## src/hw/rtl/mts_pkg.sv

```systemverilog
// ----------------------------------------------------------------------------
// mts_pkg
// Shared types and constants for the multicore task scheduler.
// ----------------------------------------------------------------------------
`default_nettype none
package mts_pkg;
    localparam int CORES_DEF         = 4;
    localparam int TASK_SLOTS_DEF    = 16;
    localparam int PRIORITY_BITS_DEF = 3;
    localparam int RUNTIME_BITS_DEF  = 32;

    localparam logic OP_ENQ  = 1'b0;
    localparam logic OP_TICK = 1'b1;

    localparam logic [1:0] ST_OK       = 2'd0;
    localparam logic [1:0] ST_NO_CORE  = 2'd1;
    localparam logic [1:0] ST_OCCUPIED = 2'd2;

    localparam logic [4:0] NO_TASK = 5'd16;

    typedef struct packed {
        logic       opcode;
        logic [3:0] task_slot;
        logic [2:0] task_priority;
        logic       task_runnable;
        logic [3:0] allowed_cores;
        logic [1:0] tick_core;
        logic       preempt_ok;
    } t_req;

    typedef struct packed {
        logic [1:0] status;
        logic [1:0] chosen_core;
        logic       switched;
        logic [4:0] next_task;
        logic       migrated;
        logic [1:0] migrate_target;
    } t_rsp;
endpackage
`default_nettype wire

```

## src/hw/rtl/mts_if.sv

```systemverilog
// ----------------------------------------------------------------------------
// mts_req_if / mts_rsp_if
// Valid/ready channels carrying requests and responses.
// ----------------------------------------------------------------------------
`default_nettype none
interface mts_req_if;
    logic          valid;
    logic          ready;
    mts_pkg::t_req data;
    modport source (output valid, output data, input ready);
    modport sink   (input valid, input data, output ready);
endinterface

interface mts_rsp_if;
    logic          valid;
    logic          ready;
    mts_pkg::t_rsp data;
    modport source (output valid, output data, input ready);
    modport sink   (input valid, input data, output ready);
endinterface
`default_nettype wire

```

## src/hw/rtl/mts_slot_mem.sv

```systemverilog
// ----------------------------------------------------------------------------
// mts_slot_mem
// Task slot memory: one synchronous port, registered read.
// ----------------------------------------------------------------------------
`default_nettype none
module mts_slot_mem #(
    parameter int AW = 4,
    parameter int DW = 8
) (
    input  wire logic          i_clk,
    input  wire logic          i_we,
    input  wire logic [AW-1:0] i_addr,
    input  wire logic [DW-1:0] i_wdata,
    output logic      [DW-1:0] o_rdata
);
    logic [DW-1:0] r_mem [2**AW];

    always_ff @(posedge i_clk) begin
        if (i_we) begin
            r_mem[i_addr] <= i_wdata;
        end
        o_rdata <= r_mem[i_addr];
    end
endmodule
`default_nettype wire

```

## src/hw/rtl/multicore_task_scheduler.sv

```systemverilog
// Enqueue: S_EWR writes the slot, then S_RSP offers the response.
// Tick: S_RCUR, then S_WCUR; a reschedule adds S_SCAN, S_RNXT, S_WNXT, S_MIG,
// the scan reading one slot per cycle through the single memory port.
// One request at a time; the next is taken the cycle after the response.
// Synchronous active-low reset clears valid bits, weights and current tasks.
// ----------------------------------------------------------------------------
// multicore_task_scheduler
// Load-balancing run-queue scheduler with slot state in a memory.
// ----------------------------------------------------------------------------
`default_nettype none
module multicore_task_scheduler #(
    parameter int RUNTIME_BITS  = mts_pkg::RUNTIME_BITS_DEF
) (
    input  wire logic i_clk,
    input  wire logic i_rst_n,
    mts_req_if.sink   i_req,
    mts_rsp_if.source o_rsp
);
    localparam int CORES         = mts_pkg::CORES_DEF;
    localparam int TASK_SLOTS    = mts_pkg::TASK_SLOTS_DEF;
    localparam int PRIORITY_BITS = mts_pkg::PRIORITY_BITS_DEF;
    localparam int SW  = (TASK_SLOTS > 1) ? $clog2(TASK_SLOTS) : 1;
    localparam int NC  = (CORES < 4) ? CORES : 4;
    localparam int WW  = 12;
    localparam int CDW = 8;
    // entry: runnable, priority, mask, home, runtime, countdown
    localparam int DW  = 1 + 3 + 4 + 2 + RUNTIME_BITS + CDW;

    typedef struct packed {
        logic                    runnable;
        logic [2:0]              pri;
        logic [3:0]              mask;
        logic [1:0]              home;
        logic [RUNTIME_BITS-1:0] runtime;
        logic [CDW-1:0]          cnt;
    } t_ent;

    typedef enum logic [8:0] {
        S_IDLE  = 9'b000000001,
        S_EWR   = 9'b000000010,
        S_RCUR  = 9'b000000100,
        S_WCUR  = 9'b000001000,
        S_SCAN  = 9'b000010000,
        S_RNXT  = 9'b000100000,
        S_WNXT  = 9'b001000000,
        S_MIG   = 9'b010000000,
        S_RSP   = 9'b100000000
    } t_state;

    t_state r_state, n_state;
    mts_pkg::t_req r_req;
    mts_pkg::t_rsp r_rsp;
    logic [TASK_SLOTS-1:0] r_valid;
    logic [WW-1:0]  r_weight [4];
    logic [4:0]     r_cur [4];
    logic [3:0]     r_idle_cnt;
    logic [31:0]    r_sw_total [4];
    logic [SW:0]    r_scan;
    logic           r_scan_pend;
    logic [SW-1:0]  r_scan_addr;
    logic           r_found;
    logic [SW-1:0]  r_best;
    logic [RUNTIME_BITS-1:0] r_best_key;
    t_ent           r_cur_ent;
    logic           r_cur_task;

    logic           mem_we;
    logic [SW-1:0]  mem_addr;
    t_ent           mem_wdata, mem_rdata;

    mts_slot_mem #(.AW(SW), .DW(DW)) u_mem (
        .i_clk  (i_clk),
        .i_we   (mem_we),
        .i_addr (mem_addr),
        .i_wdata(mem_wdata),
        .o_rdata(mem_rdata)
    );

    logic [1:0] core;
    logic [4:0] cur;
    logic       cur_task_c;
    assign core       = r_req.tick_core;
    assign cur        = r_cur[core];
    assign cur_task_c = ({27'd0, cur} < TASK_SLOTS) && r_valid[cur[SW-1:0]];

    // least-weight allowed core below limit
    function automatic logic [2:0] pick(input logic [3:0] m, input logic [WW:0] lim,
                                        input logic [WW-1:0] w0, input logic [WW-1:0] w1,
                                        input logic [WW-1:0] w2, input logic [WW-1:0] w3);
        logic [WW:0] mn;
        logic [2:0] b;
        logic [WW-1:0] w [4];
        mn = lim;
        b = 3'b100;
        w[0] = w0; w[1] = w1; w[2] = w2; w[3] = w3;
        for (int c = 0; c < NC; c++) begin
            if (m[c] && ({1'b0, w[c]} < mn)) begin
                b = {1'b0, 2'(c)};
                mn = {1'b0, w[c]};
            end
        end
        return b;
    endfunction

    logic [2:0] enq_pick;
    assign enq_pick = pick(r_req.allowed_cores, {(WW+1){1'b1}},
                           r_weight[0], r_weight[1], r_weight[2], r_weight[3]);

    logic [WW-1:0] share;
    logic [2:0]    mig_pick;
    assign share = WW'(1) << r_cur_ent.pri;
    assign mig_pick = (r_weight[core] >= share)
        ? pick(r_cur_ent.mask, {1'b0, r_weight[core] - share},
               r_weight[0], r_weight[1], r_weight[2], r_weight[3])
        : 3'b100;

    logic [RUNTIME_BITS-1:0] key;
    logic          scan_hit;
    assign key = mem_rdata.runtime >> mem_rdata.pri;
    assign scan_hit = r_scan_pend && r_valid[r_scan_addr] && mem_rdata.runnable &&
                      (mem_rdata.home == core);

    logic [SW-1:0] nxt_slot;
    assign nxt_slot = r_best;

    logic [4:0] nxt_code;
    assign nxt_code = r_found ? 5'(nxt_slot) : mts_pkg::NO_TASK;

    logic zero_c;
    assign zero_c = cur_task_c ? (mem_rdata.cnt <= CDW'(1)) : 1'b1;

    always_comb begin
        n_state   = r_state;
        mem_we    = 1'b0;
        mem_addr  = r_req.task_slot[SW-1:0];
        mem_wdata = mem_rdata;
        unique case (r_state)
            S_IDLE: begin
                if (i_req.valid) begin
                    n_state = (i_req.data.opcode == mts_pkg::OP_ENQ) ? S_EWR : S_RCUR;
                end
            end
            S_EWR: begin
                n_state = S_RSP;
                mem_wdata.runnable = r_req.task_runnable;
                mem_wdata.pri      = 3'(r_req.task_priority & 3'((1 << PRIORITY_BITS) - 1));
                mem_wdata.mask     = r_req.allowed_cores;
                mem_wdata.home     = enq_pick[1:0];
                mem_wdata.runtime  = '0;
                mem_wdata.cnt      = '0;
                mem_we = !enq_pick[2] && ({28'd0, r_req.task_slot} < TASK_SLOTS) &&
                         !r_valid[r_req.task_slot[SW-1:0]];
            end
            S_RCUR: begin
                mem_addr = cur[SW-1:0];
                n_state = ({30'd0, core} >= CORES) ? S_RSP : S_WCUR;
            end
            S_WCUR: begin
                mem_addr = cur[SW-1:0];
                mem_we = cur_task_c;
                mem_wdata.runtime = mem_rdata.runtime + RUNTIME_BITS'(1);
                mem_wdata.cnt = (mem_rdata.cnt != '0) ? mem_rdata.cnt - CDW'(1) : '0;
                n_state = (r_req.preempt_ok && zero_c) ? S_SCAN : S_RSP;
            end
            S_SCAN: begin
                mem_addr = r_scan[SW-1:0];
                if (!r_scan_pend && r_scan == (SW+1)'(TASK_SLOTS)) begin
                    n_state = S_RNXT;
                end
            end
            S_RNXT: begin
                mem_addr = nxt_slot;
                n_state = S_WNXT;
            end
            S_WNXT: begin
                mem_addr = nxt_slot;
                mem_we = r_found;
                mem_wdata.cnt = CDW'(1) << mem_rdata.pri;
                n_state = S_MIG;
            end
            S_MIG: begin
                mem_addr = cur[SW-1:0];
                mem_wdata = r_cur_ent;
                mem_wdata.home = mig_pick[1:0];
                mem_we = r_cur_task && !mig_pick[2] && (cur != nxt_code);
                n_state = S_RSP;
            end
            S_RSP: begin
                if (o_rsp.ready) n_state = S_IDLE;
            end
            default: n_state = S_IDLE;
        endcase
    end

    assign i_req.ready = (r_state == S_IDLE);
    assign o_rsp.valid = (r_state == S_RSP);
    assign o_rsp.data  = r_rsp;

    always_ff @(posedge i_clk) begin
        if (!i_rst_n) begin
            r_state    <= S_IDLE;
            r_valid    <= '0;
            r_idle_cnt <= '0;
            for (int c = 0; c < 4; c++) begin
                r_weight[c]   <= '0;
                r_cur[c]      <= mts_pkg::NO_TASK;
                r_sw_total[c] <= '0;
            end
        end else begin
            r_state <= n_state;
            unique case (r_state)
                S_IDLE: begin
                    if (i_req.valid) begin
                        r_req <= i_req.data;
                        r_rsp <= '0;
                    end
                end
                S_EWR: begin
                    if (enq_pick[2]) begin
                        r_rsp.status <= mts_pkg::ST_NO_CORE;
                    end else if (!mem_we) begin
                        r_rsp.status <= mts_pkg::ST_OCCUPIED;
                    end else begin
                        r_valid[r_req.task_slot[SW-1:0]] <= 1'b1;
                        r_weight[enq_pick[1:0]] <= r_weight[enq_pick[1:0]] +
                            (WW'(1) << mem_wdata.pri);
                        r_rsp.chosen_core <= enq_pick[1:0];
                    end
                end
                S_RCUR: begin
                    r_rsp.next_task <= ({30'd0, core} >= CORES) ? mts_pkg::NO_TASK : cur;
                end
                S_WCUR: begin
                    r_cur_task <= cur_task_c;
                    r_cur_ent  <= mem_wdata;
                    if (!cur_task_c) r_idle_cnt[core] <= 1'b0;
                    r_scan      <= '0;
                    r_scan_pend <= 1'b0;
                    r_found     <= 1'b0;
                    r_best      <= '0;
                    r_best_key  <= '0;
                end
                S_SCAN: begin
                    if (scan_hit && (!r_found || key < r_best_key)) begin
                        r_found    <= 1'b1;
                        r_best     <= r_scan_addr;
                        r_best_key <= key;
                    end
                    r_scan_pend <= (r_scan != (SW+1)'(TASK_SLOTS));
                    r_scan_addr <= r_scan[SW-1:0];
                    if (r_scan != (SW+1)'(TASK_SLOTS)) r_scan <= r_scan + 1'b1;
                end
                S_WNXT: begin
                    if (!r_found) r_idle_cnt[core] <= 1'b1;
                end
                S_MIG: begin
                    if (cur != nxt_code) begin
                        r_rsp.switched  <= 1'b1;
                        r_rsp.next_task <= nxt_code;
                        r_cur[core]     <= nxt_code;
                        r_sw_total[core] <= r_sw_total[core] + 32'd1;
                        if (mem_we) begin
                            r_weight[core] <= r_weight[core] - share;
                            r_weight[mig_pick[1:0]] <= r_weight[mig_pick[1:0]] + share;
                            r_rsp.migrated <= 1'b1;
                            r_rsp.migrate_target <= mig_pick[1:0];
                        end
                    end
                end
                default: ;
            endcase
        end
    end
endmodule
`default_nettype wire

```

## src/flat_wrapper.sv

```systemverilog
// flat-port wrapper written by rule: the top's interface ports become plain ports
module multicore_task_scheduler_flat 
#(
    parameter int RUNTIME_BITS  = mts_pkg::RUNTIME_BITS_DEF
)
  (i_clk, i_rst_n, i_req_valid, i_req_data, i_req_ready, o_rsp_valid, o_rsp_data, o_rsp_ready);
  mts_req_if i_req_i ();
  mts_rsp_if o_rsp_i ();
  input  wire logic i_clk;
  input  wire logic i_rst_n;
  input wire logic [$bits(i_req_i.valid)-1:0] i_req_valid;
  input wire logic [$bits(i_req_i.data)-1:0] i_req_data;
  output wire logic [$bits(i_req_i.ready)-1:0] i_req_ready;
  output wire logic [$bits(o_rsp_i.valid)-1:0] o_rsp_valid;
  output wire logic [$bits(o_rsp_i.data)-1:0] o_rsp_data;
  input wire logic [$bits(o_rsp_i.ready)-1:0] o_rsp_ready;
  assign i_req_i.valid = i_req_valid;
  assign i_req_i.data = i_req_data;
  assign i_req_ready = i_req_i.ready;
  assign o_rsp_valid = o_rsp_i.valid;
  assign o_rsp_data = o_rsp_i.data;
  assign o_rsp_i.ready = o_rsp_ready;
  multicore_task_scheduler #(.RUNTIME_BITS(RUNTIME_BITS)) u_core (.i_clk(i_clk), .i_rst_n(i_rst_n), .i_req(i_req_i), .o_rsp(o_rsp_i));
endmodule
```

## config.mk

```make
export PLATFORM = sky130hd
export DESIGN_NAME = multicore_task_scheduler_flat
export DESIGN_NICKNAME = d
export VERILOG_FILES = /design/src/hw/rtl/mts_pkg.sv /design/src/hw/rtl/mts_if.sv /design/src/hw/rtl/mts_slot_mem.sv /design/src/hw/rtl/multicore_task_scheduler.sv /design/src/flat_wrapper.sv
export SDC_FILE = /design/constraint.sdc
export NUM_CORES = 2
export LEC_CHECK = 0
export ABC_CLOCK_PERIOD_IN_PS = 23800
export BUFFER_PORTS_ARGS = -buffer_cell sky130_fd_sc_hd__buf_2
export CAP_MARGIN = 15
export CORE_MARGIN = 2
export CORE_UTILIZATION = 35
export CTS_CLUSTER_DIAMETER = 80
export DETAILED_ROUTE_END_ITERATION = 12
export GPL_TIMING_DRIVEN = 0
export SYNTH_ARGS = -nofsm -noshare
export SYNTH_HDL_FRONTEND = slang
export SYNTH_SLANG_ARGS = --single-unit
```

## constraint.sdc

```tcl
create_clock -name i_clk -period 23.8 [get_ports i_clk]
set_clock_uncertainty 0.1 [all_clocks]
set_input_delay 4.76 -clock i_clk [delete_from_list [all_inputs] [get_ports i_clk]]
set_output_delay 4.76 -clock i_clk [all_outputs]
set_load 0.05 [all_outputs]
```

==> impl_metrics.tcl <==
set metrics [dict create \
    cts_made_buffers 107 \
    grt_first_pass_wirelength_um 227000 \
    num_rows 138 \
    drc_errors 0 \
    grt_pass1_vias 34800 \
    postSynthAreaPerCell_um2 11.7 \
    core_um2 142000 \
    path_depth 64 \
    final.period_utilization 0.757 \
    multi_input_area_um2 17500 \
    synth_top_area_cell "edfxtp_1" \
    die-width_um 382 \
    worstMarginPinSlew_ns 1.31 \
    seq_area_um2 31300 \
    cts_setup_buffers 0 \
    drv_cap 0 \
    crit_family "compound AO/OA/AOI/OAI gates" \
    clockBufferDepth 3 \
    yosysTopAreaCellShare 0.596 \
    critPathLaunchType "register" \
    path_clk_slew_ns 0.07 \
    overflow 0 \
    endpoint "u_core.r_weight[2][11]$_DFFE_PP_" \
    area_growth_pct 14.5 \
    wirelength_um 154000 \
    period_needed_ns 18.01 \
    totalNegativeSetupSlack_ns 0 \
    crit_slowest_cell "buf_1" \
    grt_max_degree 32 \
    synth_area_leaders "edfxtp_1 60%, nand2_1 7.5%, ha_1 3.4%, dfxtp_1 3.1%, a311oi_1 2.6%" \
    crit_fanout 10 \
    synth-seq-area-share 0.627 \
    rsz0062_at_grt "false" \
    netlist_instances 4288 \
    cts_max_level 3 \
    dr.pass1.iters 7 \
    crit_path_end_kind "register" \
    synth.cell_area_um2 50000 \
    fillers 13400 \
    initial_core_util 0.353 \
    required_ns 24.14 \
    chipHeight_um 382 \
    hold-worst-slack_ns 0.394 \
    p_leak_uw 0.0204 \
    dp_hpwl_um 114000 \
    hold_path_class "register to register" \
    power_density_nw_per_um2 79.8 \
    route.detailed.wl_per_inst_um 23.7 \
    slowest_delay_ns 0.70 \
    maxSlewHeadroom 0.123 \
    synth_cell_types 92 \
    ys_top_cells_by_count "1,000 x nand2_1, 992 x edfxtp_1, 241 x nand3_1" \
    maxSlewViolCount 0 \
    vias 36200 \
    outcome "complete, no violations" \
    ir_worst_vdd_mv 0.0580 \
    drive_gt1_frac 0.0942 \
    syn_nets 4445 \
    cts_tree "built" \
    cts.sinks 1069 \
    port_buffers 34 \
    drtAntennaViolNets 0 \
    holdPathStages 1 \
    r2r-end "u_core.r_weight[2][11]$_DFFE_PP_" \
    ios 35 \
    viasPerCell 5.56 \
    cp.arrival_ns 18.35 \
    worstRegToRegCells 64 \
    place_congestion 0.907 \
    crit_top_cell "a21oi_1" \
    setup_viol 0 \
    synth_edf_count 992 \
    ys_seq_elements 1069 \
    ys.flop_type "edfxtp_1" \
    path_class "register to register" \
    reg2reg_slack_ns 5.79 \
    clockRootBuffer "clkbuf_16" \
    worst-path-buf-inv 9 \
    dieArea_um2 146000 \
    async_flop_share 0 \
    drtIter0Drc 4283 \
    yosysWarnings 0 \
    cts_resized 0 \
    nNetsFinal 4682 \
    hold_viol 0 \
    fmax_mhz 55.5 \
    antenna_found_initial 3 \
    grtUsageTotal 0.206 \
    ctsHoldBuffers 0 \
    yosysMostFrequentCell "nand2_1" \
    clk_latency_ns 0.73 \
]
layout make-up:
type | count | area share
Multi-Input combinational cell | 2862 | 0.305
Timing Repair Buffer | 128 | 0.0204
Inverter | 93 | 0.00610
Buffer | 264 | 0.0186
Clock buffer | 139 | 0.0505
Sequential cell | 1069 | 0.547
Tap cell | 1890 | 0.0413
Antenna cell | 2 | 0.0000874
Clock inverter | 63 | 0.0107
worst min-delay path by stage:
stage / start / to / slack, ns
floorplan: u_core.r_scan_pend$_DFFE_PP_ / u_core.r_state[5]$_SDFFE_PN0P_ / 0.35
global placement: u_core.r_scan_pend$_DFFE_PP_ / u_core.r_state[5]$_SDFFE_PN0P_ / 0.36
detailed placement: u_core.r_scan_pend$_DFFE_PP_ / u_core.r_state[5]$_SDFFE_PN0P_ / 0.37
CTS: u_core.r_scan_pend$_DFFE_PP_ / u_core.r_state[5]$_SDFFE_PN0P_ / 0.39
global route: u_core.r_scan_pend$_DFFE_PP_ / u_core.r_state[5]$_SDFFE_PN0P_ / 0.42
finish: u_core.r_scan_pend$_DFFE_PP_ / u_core.r_state[5]$_SDFFE_PN0P_ / 0.39
metal layers:
metal  vias up  track usage  routed length [um]  share of wire
met3       249       0.0379               13100          0.085
met4         2       0.0615                4450          0.029
met5         -            0                  13       0.000084
met2      1622        0.324               69600           0.45
met1     17900        0.290               66900           0.43
li1      16500            -                   -              -
where the power goes:
part	switching, uW	total (uW)	internal [uW]
logic	485	713	228
registers	37.3	2160	2120
clock network	739	1700	958
total	1260	4570	3300
state kept, by name, indices dropped and copies added (netlist names), 4 cells and up, named ones only:
register	flops
u_core.r_best_key	32
u_core.nxt_slot	4
u_core.u_mem.r_mem	800
u_core.r_scan_addr	4
u_core.r_weight	48
u_core.r_cur	20
u_core.r_cur_ent	48
u_core.r_req	13
u_core.r_state	9
u_core.u_mem.o_rdata	50
u_core.r_valid	16
u_core.o_rsp.data	13
u_core.r_scan	5
cell usage in the layout (no fill, tap or decap), drive strengths merged, types with 9 or more instances in the layout:
cell / count
mux4: 43
and2: 48
nor2: 199
a221o: 17
ha: 134
inv: 97
nand3: 241
o31ai: 31
a21o: 39
buf: 175
nand2: 1000
nor4: 19
nor3b: 13
or3: 12
a22oi: 14
nand4: 26
a311oi: 150
mux2: 39
clkinv: 47
nor3: 49
edfxtp: 992
o21ai: 96
nand2b: 26
and3: 123
nor2b: 38
xnor2: 26
mux2i: 49
a21oi: 173
o21a: 19
a211oi: 13
xor2: 16
o22ai: 19
dfxtp: 77
bufinv: 9
o211ai: 10
a31oi: 61
clkbuf: 356
worst register-to-register path, delay by kind of cell (launching register included):
kind                       cells  cell delay (ns)
buffers and inverters          9             3.46
and+or+nand+nor               13             2.60
adders and majority gates      7             2.24
muxes                          2             1.05
xor gates and xnor gates       1             0.40
AOI/OAI and AO/OA             32             7.60
DFF                            1             0.32
logic make-up after synthesis:
family / Yosys count / synth area share
AOI/OAI and AO/OA: 725 / 0.102
adders and majority gates: 139 / 0.0352
and+or+nand+nor: 1825 / 0.163
xor gates and xnor gates: 42 / 0.00736
DFF: 1069 / 0.627
muxes: 131 / 0.0380
buffers and inverters: 357 / 0.0283
metrics by stage:
stage | setup WS, ns | total power (uW) | area [um2] | instances | util
2_1_floorplan | 6.78 | 2640 | 50000 | 4288 | -
3_3_place_gp | -1.38 | 2870 | 52500 | 6212 | 0.371
3_5_place_dp | 5.83 | 2890 | 53700 | 6303 | 0.379
4_1_cts | 5.79 | 4570 | 57200 | 6505 | 0.404
5_1_grt | 4.77 | 4720 | 57200 | 6508 | 0.404
6_report | 5.79 | 4570 | 57200 | 6510 | 0.404
(Power assumes the default switching activity.)
